File: config.mk
export PLATFORM = sky130hd
export DESIGN_NAME = i2cs_cell
export DESIGN_NICKNAME = d
export VERILOG_FILES = /design/src/rtl/i2cs_pkg.sv /design/src/rtl/i2cs_cell.sv
export SDC_FILE = /design/constraint.sdc
export NUM_CORES = 1
export LEC_CHECK = 0
export BUFFER_PORTS_ARGS = -buffer_cell sky130_fd_sc_hd__buf_4
export CAP_MARGIN = 20
export CORE_MARGIN = 2
export CORE_UTILIZATION = 50
export CTS_CLUSTER_DIAMETER = 150
export DETAILED_ROUTE_END_ITERATION = 7
export PLACE_DENSITY = 0.77
export SKIP_CTS_REPAIR_TIMING = 1
export SLEW_MARGIN = 20
export SYNTH_ARGS = -nofsm -noshare
export SYNTH_HDL_FRONTEND = slang
export SYNTH_SLANG_ARGS = --single-unit
File: constraint.sdc
create_clock -name clk -period 20.5 [get_ports clk]
set_clock_uncertainty 0.05 [all_clocks]
set_input_delay 2.05 -clock clk [delete_from_list [all_inputs] [get_ports clk]]
set_output_delay 2.05 -clock clk [all_outputs]
set_load 0.02 [all_outputs]
File: src/rtl/i2cs_pkg.sv
// Shared types and constants for the index to character string converter.
// Used by i2cs_cell and index_to_charset_string_top; depends on nothing else.
package i2cs_pkg;

  localparam int DATA_W             = 64;
  localparam int CHAR_W             = 8;
  localparam int LEN_W              = 4;
  localparam int RADIX_W            = CHAR_W + 1;
  localparam int CFG_INDEX_W        = 2;
  localparam int BITS_PER_CELL      = 8;
  localparam int CELLS_PER_DIGIT    = DATA_W / BITS_PER_CELL;
  localparam int MAX_LENGTH_DEFAULT = 8;

  localparam logic [LEN_W-1:0]  STRING_LENGTH_RESET = 4'd1;
  localparam logic [CHAR_W-1:0] FIRST_CHAR_RESET    = 8'd48;
  localparam logic [CHAR_W-1:0] LAST_CHAR_RESET     = 8'd57;

  typedef enum logic [CFG_INDEX_W-1:0] {
    REG_STRING_LENGTH = 2'd0,
    REG_FIRST_CHAR    = 2'd1,
    REG_LAST_CHAR     = 2'd2
  } reg_index_t;

  typedef struct packed {
    logic [DATA_W-1:0] quo;
    logic [CHAR_W-1:0] rem;
    logic [DATA_W-1:0] text;
  } cell_data_t;

  typedef struct packed {
    logic [RADIX_W-1:0] radix;
    logic [CHAR_W-1:0]  first_char;
    logic [LEN_W-1:0]   eff_len;
  } cell_cfg_t;

endpackage

File: src/rtl/i2cs_cell.sv
// One pipeline cell: eight restoring division steps on the running index.
// The last cell of a digit appends its character if the digit < eff_len.
// Depends on i2cs_pkg.
module i2cs_cell #(
  parameter int DIGIT     = 0,
  parameter bit LAST_STEP = 1'b0
) (
  input  logic                clk,
  input  logic                rst,
  input  i2cs_pkg::cell_cfg_t cfg,
  input  logic                in_valid,
  output logic                in_ready,
  input  i2cs_pkg::cell_data_t in_data,
  output logic                out_valid,
  input  logic                out_ready,
  output i2cs_pkg::cell_data_t out_data
);

  logic                 valid;
  i2cs_pkg::cell_data_t data;
  i2cs_pkg::cell_data_t data_next;

  always_comb begin
    logic [i2cs_pkg::DATA_W-1:0]  q;
    logic [i2cs_pkg::CHAR_W-1:0]  r;
    logic [i2cs_pkg::RADIX_W-1:0] t;
    logic                         ge;
    q = in_data.quo;
    r = in_data.rem;
    for (int j = 0; j < i2cs_pkg::BITS_PER_CELL; j++) begin
      t  = {r, q[i2cs_pkg::DATA_W-1]};
      ge = (t >= cfg.radix);
      r  = ge ? i2cs_pkg::CHAR_W'(t - cfg.radix) : t[i2cs_pkg::CHAR_W-1:0];
      q  = {q[i2cs_pkg::DATA_W-2:0], ge};
    end
    data_next.quo  = q;
    data_next.rem  = r;
    data_next.text = in_data.text;
    if (LAST_STEP) begin
      if (i2cs_pkg::LEN_W'(DIGIT) < cfg.eff_len) begin
        data_next.text = {in_data.text[i2cs_pkg::DATA_W-i2cs_pkg::CHAR_W-1:0],
                          i2cs_pkg::CHAR_W'(cfg.first_char + r)};
      end
      data_next.rem = '0;
    end
  end

  assign in_ready  = !valid || out_ready;
  assign out_valid = valid;
  assign out_data  = data;

  always_ff @(posedge clk) begin
    if (rst) begin
      valid <= 1'b0;
    end else if (in_ready) begin
      valid <= in_valid;
    end
    if (in_ready && in_valid) begin
      data <= data_next;
    end
  end

  a_rem_below_radix: assert property (@(posedge clk) disable iff (rst)
    valid |-> ({1'b0, data.rem} < cfg.radix))
    else $error("remainder not below radix");

  a_hold_on_stall: assert property (@(posedge clk) disable iff (rst)
    valid && !out_ready |=> valid && $stable(data))
    else $error("cell contents changed while stalled");

  a_rem_cleared_after_digit: assert property (@(posedge clk) disable iff (rst)
    valid && LAST_STEP |-> data.rem == '0)
    else $error("remainder not cleared at end of digit");

endmodule

; Word-level counts from Yosys, hierarchy flattened
; Cells that the tools add are included.
[op_classes]
order_cmp = 8
n_addsub = 8
n_reduce_logical = 3
muxes = 8
[op_table]
columns = cell, n
row1 = $ge A9 B9 Y1, 8
row2 = $mux W8, 8
row3 = $sub A8 B8 Y8, 8
row4 = $logic_and A1 B1 Y1, 1
row5 = $logic_not A1 Y1, 1
row6 = $logic_or A1 B1 Y1, 1
[word_totals]
inputBits = 161
elab_cells = 31
reg_bits = 137
out_inout_bits = 138

; Logic depth before layout (Yosys ltp)
; Gate-level depths: netlist (run 1).
[depth]
word_depth = 16
ltp_mapped = 71
depth_no_buf = 67

; Worst setup path after synthesis (run 1)
; No wires, ideal clock.
[synth_timing]
path_kind = input port to flip-flop
startpoint = input cfg[13] (netlist name)
endpoint = register data, in the netlist out_data[66], data pin
cell_stages = 63
required_time_ns = 20.190
n_path_buf = 4
arrival_ns = 15.519
slack_ns = 4.671
setup_ns = 0.260
cell_sequence = inv_1 > ha_1 > nor2b_1 > o31a_1 > o311ai_4 > a21oi_1 > or2_2 > ha_1 > nor2b_1 > o31a_1 > o21ai_0 > or2b_2 > a21o_1 > a21oi_1 > xnor2_1 > mux2_2 > ha_1 > a21oi_1 > [... 27 more ...] > a21oi_1 > ha_1 > nor2b_1 > o31a_1 > o41a_1 > nand4_1 > nand4b_1 > clkbuf_1 > a21oi_1 > ha_1 > nor2b_1 > o31a_1 > nor2_1 > o31ai_1 > and4_1 > a2111oi_4 > inv_1 > mux2_2
[synth_rtl]
columns = item, line_no
row1 = "start, declared", i2cs_cell.sv:10  ; input i2cs_pkg::cell_cfg_t cfg,
row2 = "end signal, assigned", i2cs_cell.sv:59  ; data <= data_next;
row3 = "end, declared", i2cs_cell.sv:20  ; i2cs_pkg::cell_data_t data;

==> impl_metrics.toml, run 1 <==
[global_route]
grt_use_met1 = 0.3394
grt_max_degree = 93
grt_pass1_vias = 6259
grt_util_met3 = 0.07143
antenna_found_initial = 3
grt_usage = 0.2777
busiest_layer = "met2"
grt_pass1_wl_um = 34650
use_met2 = 0.4743
grt_overflow = 0

[die]
io_pins = 299
rows = 45
chipHeight_um = 129.6
coreArea_um2 = 15310
initial_utilization = 0.5149
die_x_um = 129.6
die_area_um2 = 16790

[worst_setup_path]
cp_slowest_stage_delay_ps = 640
start_kind = "input pin"
crit_slowest_cell = "a2111oi_4"
path_buf_inv = 8
crit_arrival_ps = 19080
cpMostUsedCell = "ha_1"
reg2reg_slack_ps = 18300
crit_type = "in2reg"
cp.required_ps = 20610
cp-end-kind = "register"
cp_top_family = "compound AO/OA/AOI/OAI gates"
cp_max_fo = 17

[yosys]
ys.flop_type = "edfxtp_1"
async_flop_share = 0
ys_ff_latch = 137
synth_nets = 870
synthTopCellsByArea = "edfxtp_1 52%, ha_1 11%, a21oi_1 2.8%, mux2_2 2.7%, xnor2_1 2.6%"
ys_seq_area_frac = 0.5205
synth_edf_count = 136
yosysTopAreaCell = "edfxtp_1"
synth_top_area_share = 0.5179
synth_cell_types = 70
synth_area_um2 = 7885
ys_warn_count = 0
syn_area_per_cell_um2 = 12.54
synth_cells = 629

[drt]
post_drt_wl_per_cell_um = 21.17
ant_nets = 0
dr.pass1.iters = 4
vias = 6448
via_per_inst = 5.568
drc = 0
drt_iter0_markers = 459
routed_wl_um = 24510

[cells_and_area]
final_net_count = 1171
nFillCells = 1117
drive_above_1_share = 0.3871
layout-area-overhead-vs-synth_pct = 37.86
fin_area_um2 = 10870

[clock_network]
cts_tree = "built"
clock_latency_ps = 420
root_buffer = "clkbuf_16"
h-tree-depth = 4
cts_buffer_depth = 2
numCtsBuffers = 17
clock-sinks = 137
clk_pin_slew_worst_paths_ps = 70

[run]
drv_cap = 0

[sta]
rsz0062_at_grt = "no"
hold_ws_ps = 489.7
maxSlewViolCount = 0
report.final.hold_viol_count = 0
clock.fmax_mhz = 52.72
fin_crit_sh = 0.9253
maxSlewHeadroom = 0.4531
worst_pin_slew_ps = 820.4
setup_viol = 0
fin_ws_ps = 1532
period_minus_slack_ps = 18970
tns_ps = 0

[worst_hold_path]
hold_path.class = "reg2reg"

[run_status]
status = "finished, final reports clean"

[placement]
hpwlAfterDp_um = 18980
place.port_buffers = 286
gp_congestion = 0.9124
place_ws_ps = 1471
placed_cell_area_um2 = 10270
==> placed cells by master (no fill, tap or decap), types with 4 or more instances in the layout <==
cell / count
a211oi_1: 8
a21o_1: 14
a21oi_1: 44
buf_4: 286
clkbuf_16: 17
diode_2: 4
edfxtp_1: 136
fa_1: 8
ha_1: 72
inv_1: 43
inv_6: 6
mux2_2: 19
mux2_4: 4
mux2i_1: 5
nand2_1: 18
nand2b_1: 6
nand3_1: 8
nand4_1: 13
nor2_1: 39
nor2b_1: 13
nor3_1: 8
o21a_1: 23
o21ai_0: 27
o21bai_1: 6
o31a_1: 8
xnor2_1: 23
xor2_1: 13
==> kinds of logic after synthesis <==
family                   synth area share
AO/OA/AOI/OAI                      0.1523
XOR/XNOR                          0.03999
adder cells (fa/ha/maj)            0.1346
buffers and inverters             0.02539
flip-flops                         0.5205
multiplexers                      0.04110
AND/OR/NAND/NOR                   0.08617
==> synth_stat cells, types with 3 or more instances <==
library cell / instances
or2_2: 3
nand3_1: 8
nor3_1: 8
and3_1: 3
o21a_1: 23
edfxtp_1: 136
or3_1: 3
o31ai_1: 3
xnor2_1: 23
nand4_1: 13
a21o_1: 14
mux2i_1: 5
o211ai_1: 3
a211oi_1: 8
inv_1: 43
o31a_1: 8
mux2_4: 4
o21ai_0: 27
a21oi_1: 44
mux2_2: 19
fa_1: 8
nand2b_1: 6
o21bai_1: 6
xor2_1: 13
nand2_1: 18
nor2b_1: 13
and2_1: 3
ha_1: 72
nor2_1: 39
==> layer usage <==
metal  share of wire  routed length [µm]
met2            0.51               12380
met5               0                   0
met3           0.081                1983
met1            0.39                9449
met4           0.028                 698
==> worst reg2reg max path: cells and delay by family (launching register included) <==
kind / cells / cell delay, ps
AND/OR/NAND/NOR: 2 / 670
flip-flops: 1 / 310
buffers and inverters: 1 / 710
==> final cells by class <==
class	instances	area, µm²	share of cell area
inverters	45	168.9	0.01554
repair buffers	287	2158	0.1986
well taps	211	264.0	0.02429
diodes	4	10.01	0.0009208
clock buffers	17	425.4	0.03913
flip-flops and latches	137	4104	0.3775
multi-input cells	442	3583	0.3297
clock inverters	15	156.4	0.01439
==> sequential cells by signal, summed over array words and instances (netlist names) <==
signal     flops
out_valid      1
out_data     136
==> final timing paths <==
kind | cells past startpoint | endpoint | startpoint
max | 63 | out_data[67] | cfg[13]
min | 2 | out_valid | out_valid
max reg2reg | 3 | out_data[92] | out_valid
min reg2reg | 2 | out_valid | out_valid
==> per-stage QoR <==
step / util / instances
global route: 0.7092 / 1154
detailed placement: 0.6709 / 1122
floorplan: - / 629
CTS: 0.7089 / 1154
finish: 0.7098 / 1158
global placement: 0.6709 / 1122
Power of run 1 is left out: the tool's default activity adds up to more than one toggle a clock period on the data nets, which glitch-free logic cannot reach.
==> inputs of run 2 (changes only) <==
ABC_AREA = 1   (was unset)
SLEW_MARGIN = unset   (was 20)
==> impl_metrics.toml, run 2 <==
[die]
initial_utilization = 0.5078
coreArea_um2 = 15770
chipHeight_um = 130.6
rows = 46
die_area_um2 = 17040
die_x_um = 130.6
io_pins = 299

[clock_network]
numCtsBuffers = 17
clock_latency_ps = 400
clk_pin_slew_worst_paths_ps = 60
h-tree-depth = 4
root_buffer = "clkbuf_16"
cts_buffer_depth = 2
clock-sinks = 137
cts_tree = "built"

[placement]
hpwlAfterDp_um = 18280
gp_congestion = 0.9228
place.port_buffers = 286

[worst_setup_path]
start_kind = "input pin"
cp.required_ps = 20670
cp_slowest_stage_delay_ps = 500
crit_type = "in2reg"
crit_slowest_cell = "o21ai_0"
path_buf_inv = 14
cp_max_fo = 11
cp_top_family = "simple AND/OR/NAND/NOR gates"
cp-end-kind = "register"
cpMostUsedCell = "nand2_1"
critPathLaunch = "cfg[18]"
crit_arrival_ps = 14460
r2r_start = "out_valid"

[yosys]
async_flop_share = 0
synth_cells = 779
synth_nets = 1020
synthTopCellsByCount = "174 x nand2_1, 136 x edfxtp_1, 86 x inv_1"
synth_area_um2 = 8008
synthTopCellsByArea = "edfxtp_1 51%, ha_1 11%, nand2_1 8.2%, inv_1 4.0%, a21oi_1 3.1%"
synth_cell_types = 45
synth_top_area_share = 0.5100
ys_seq_area_frac = 0.5125
ys_warn_count = 0
yosysTopAreaCell = "edfxtp_1"
ys.flop_type = "edfxtp_1"
synth_edf_count = 136
ys_ff_latch = 137
synth_most_common_cell = "nand2_1"
syn_area_per_cell_um2 = 10.28

[sta]
setup_viol = 0
worst_pin_slew_ps = 1027
report.final.hold_viol_count = 0
rsz0062_at_grt = "no"
tns_ps = 0
clock.fmax_mhz = 70.01
period_minus_slack_ps = 14280
maxSlewViolCount = 0
maxSlewHeadroom = 0.3151
fin_crit_sh = 0.6968

[cells_and_area]
largest_reg_flops = 136
final_cell_mix = "288 x buf_4, 174 x nand2_1, 136 x edfxtp_1, 86 x inv_1, 72 x ha_1"
layout_commonest_cell = "buf_4"
layout-area-overhead-vs-synth_pct = 37.94
drive_above_1_share = 0.3488
final_net_count = 1326
final_util = 0.7004

[run_status]
status = "finished, final reports clean"

[global_route]
grt_pass1_wl_um = 33830
grt_use_met1 = 0.3202
grt_overflow = 0
grt_pass1_vias = 6393
antenna_found_initial = 1
grt_max_degree = 83
grt_util_met3 = 0.07858
grt_usage = 0.2670
use_met2 = 0.4688
busiest_layer = "met2"

[worst_hold_path]
hold_path.class = "reg2reg"
hp-start = "out_valid"

[drt]
via_per_inst = 5.087
drc = 0
post_drt_wl_per_cell_um = 17.73
ant_nets = 0
dr.pass1.iters = 5
vias = 6689
routed_wl_um = 23320
drt_iter0_markers = 489

[run]
drv_cap = 0
==> run 2: cell types whose count changed in the layout (fill, tap and decap cells not counted), moves of 10 or more <==
cell / previous run / this run
o21a_1: 23 / 3
xnor2_1: 23 / 11
nor2b_1: 13 / 1
nand3_1: 8 / 49
nor2_1: 39 / 25
nand2_1: 18 / 174
a21o_1: 14 / 2
inv_1: 43 / 86
mux2_2: 19 / 0
o21ai_1: 1 / 11
nand2_2: 0 / 10
inv_2: 2 / 13
==> run 2: area by class of cell <==
| class | instances | area [µm²] |
|---|---|---|
| fillers | 1239 | 4725 |
| flip-flops and latches | 137 | 4104 |
| multi-input cells | 538 | 3502 |
| repair buffers | 288 | 2162 |
| clock buffers | 18 | 429.2 |
| inverters | 103 | 401.6 |
| well taps | 216 | 270.3 |
| clock inverters | 14 | 173.9 |
| diodes | 1 | 2.502 |
==> run 2: worst register-to-register path, stage by stage (launching register included) <==
cell and delay, ps:
dfxtp_1 340, a21oi_4 720, buf_4 500, buf_4 870
==> run 2: path summary, 6_finish.rpt <==
check / slack (ps) / end / depth (start not counted)
worst min register to register: 500 / out_valid / 2
worst max-delay path: 6220 / out_data[68] / 73
worst max register to register: 17580 / out_data[48] / 3
worst min-delay path: 500 / out_valid / 2
==> run 2: per-layer routing <==
metal / wire, µm / vias up
li1: - / 3314
met1: 9074 / 3133
met2: 11800 / 216
met3: 1976 / 24
met5: 13 / -
met4: 454 / 2
==> run 2: cells by family (layout without fill, tap and decap cells) <==
logic type	Yosys count	in the layout	share of synthesized area
flip-flops	137	137	0.5125
AND/OR/NAND/NOR	316	316	0.1859
AO/OA/AOI/OAI	111	111	0.08359
buffers and inverters	104	423	0.05156
adder cells (fa/ha/maj)	80	80	0.1325
XOR/XNOR	31	31	0.03391
other	0	1	0
==> run 2: stage by stage <==
stage / std cells / setup slack (ps) / hold slack, ps / area, µm²
after floorplan: 779 / 8154 / 655.5 / 8008
after global placement: 1282 / 6157 / 473.8 / 10440
after detailed placement: 1282 / 5949 / 490.6 / 10440
after CTS: 1314 / 6357 / 503.5 / 11040
after global routing: 1314 / 5054 / 525.2 / 11040
final: 1315 / 6216 / 502.7 / 11050
Power of run 2 is left out for the same reason.
==> inputs of run 3 (changes only) <==
clock period = 14.2 ns   (was 20.5 ns; I/O delays follow)
==> impl_metrics.toml, run 3 (same netlist as run 2, synthesis figures left out) <==
[sta]
setup_viol = 0
hold_ws_ps = 499.3
worst_pin_slew_ps = 1032
tns_ps = 0
period_minus_slack_ps = 13050
rsz0062_at_grt = "no"
maxSlewViolCount = 0
maxSlewHeadroom = 0.3120
fin_crit_sh = 0.9189
clock.fmax_mhz = 76.64
report.final.hold_viol_count = 0

[clock_network]
numCtsBuffers = 17
clk_pin_slew_worst_paths_ps = 50
h-tree-depth = 4
clock_latency_ps = 410
cts_tree = "built"
root_buffer = "clkbuf_16"
clock-sinks = 137
cts_buffer_depth = 2

[global_route]
antenna_found_initial = 2
grt_max_degree = 84
grt_overflow = 0
grt_pass1_wl_um = 34580
grt_usage = 0.2764
grt_pass1_vias = 6450

[placement]
placed_cell_area_um2 = 10490
hpwlAfterDp_um = 18570
gp_congestion = 0.9395
place.port_buffers = 286

[die]
rows = 46
die_x_um = 130.6
chipHeight_um = 130.6
initial_utilization = 0.5078
die_area_um2 = 17040
coreArea_um2 = 15770
io_pins = 299

[worst_setup_path]
crit_slowest_cell = "o21ai_0"
cp-end-kind = "register"
start_kind = "input pin"
crit_arrival_ps = 13240
cp_slowest_stage_delay_ps = 460
cpMostUsedCell = "nand2_1"
reg2reg_slack_ps = 11450
cp.required_ps = 14390
cp_max_fo = 11
crit_type = "in2reg"

[cells_and_area]
largest_reg_flops = 136
final_net_count = 1340
drive_above_1_share = 0.3588
layout_commonest_cell = "buf_4"
fin_area_um2 = 11140
final_cell_mix = "302 x buf_4, 174 x nand2_1, 136 x edfxtp_1, 85 x inv_1, 72 x ha_1"
layout-area-overhead-vs-synth_pct = 39.13
final_util = 0.7064

[run]
drv_cap = 0

[drt]
drt_iter0_markers = 380
ant_nets = 0
vias = 6773
routed_wl_um = 24020
via_per_inst = 5.096
dr.pass1.iters = 6
drc = 0
post_drt_wl_per_cell_um = 18.08

[worst_hold_path]
hold_path.class = "reg2reg"

[run_status]
status = "finished, final reports clean"
## run 3: worst paths after layout
check                                from            to  cells after the start
worst max-delay path              cfg[18]  out_data[68]                     75
worst min-delay path            out_valid     out_valid                      2
worst min register to register  out_valid     out_valid                      2
worst max register to register  out_valid  out_data[47]                      3
## run 3: cell type report
cell class	instances	area (µm²)
sequential	137	4104
tap	216	270.3
clock buffer	17	425.4
multi-input combinational	538	3516
inverter	103	405.4
clock inverter	15	150.1
fill	1222	4629
antenna	1	2.502
timing repair buffer	302	2267
## run 3: metrics by stage
step,worst slack [ps],cells
after floorplan,2484,779
after global placement,525.3,1289
after detailed placement,422.8,1289
after CTS,823.8,1321
after global routing,2.337,1328
final,1152,1329
## run 3: worst max-delay path, delay by kind of cell
| family | cells | cell delay [ps] |
|---|---|---|
| AO/OA/AOI/OAI | 22 | 4000 |
| AND/OR/NAND/NOR | 29 | 3460 |
| adder cells (fa/ha/maj) | 8 | 2640 |
| buffers and inverters | 14 | 1420 |
| XOR/XNOR | 2 | 270 |
## run 3: layer usage
metal | vias to the layer above | routed length, µm | global-route usage
li1 | 3339 | - | -
met1 | 3133 | 9234 | 0.3199
met2 | 241 | 11740 | 0.4691
met3 | 58 | 2073 | 0.09121
met4 | 2 | 963 | 0.1239
met5 | - | 13 | 0
Power of run 3 is left out for the same reason.
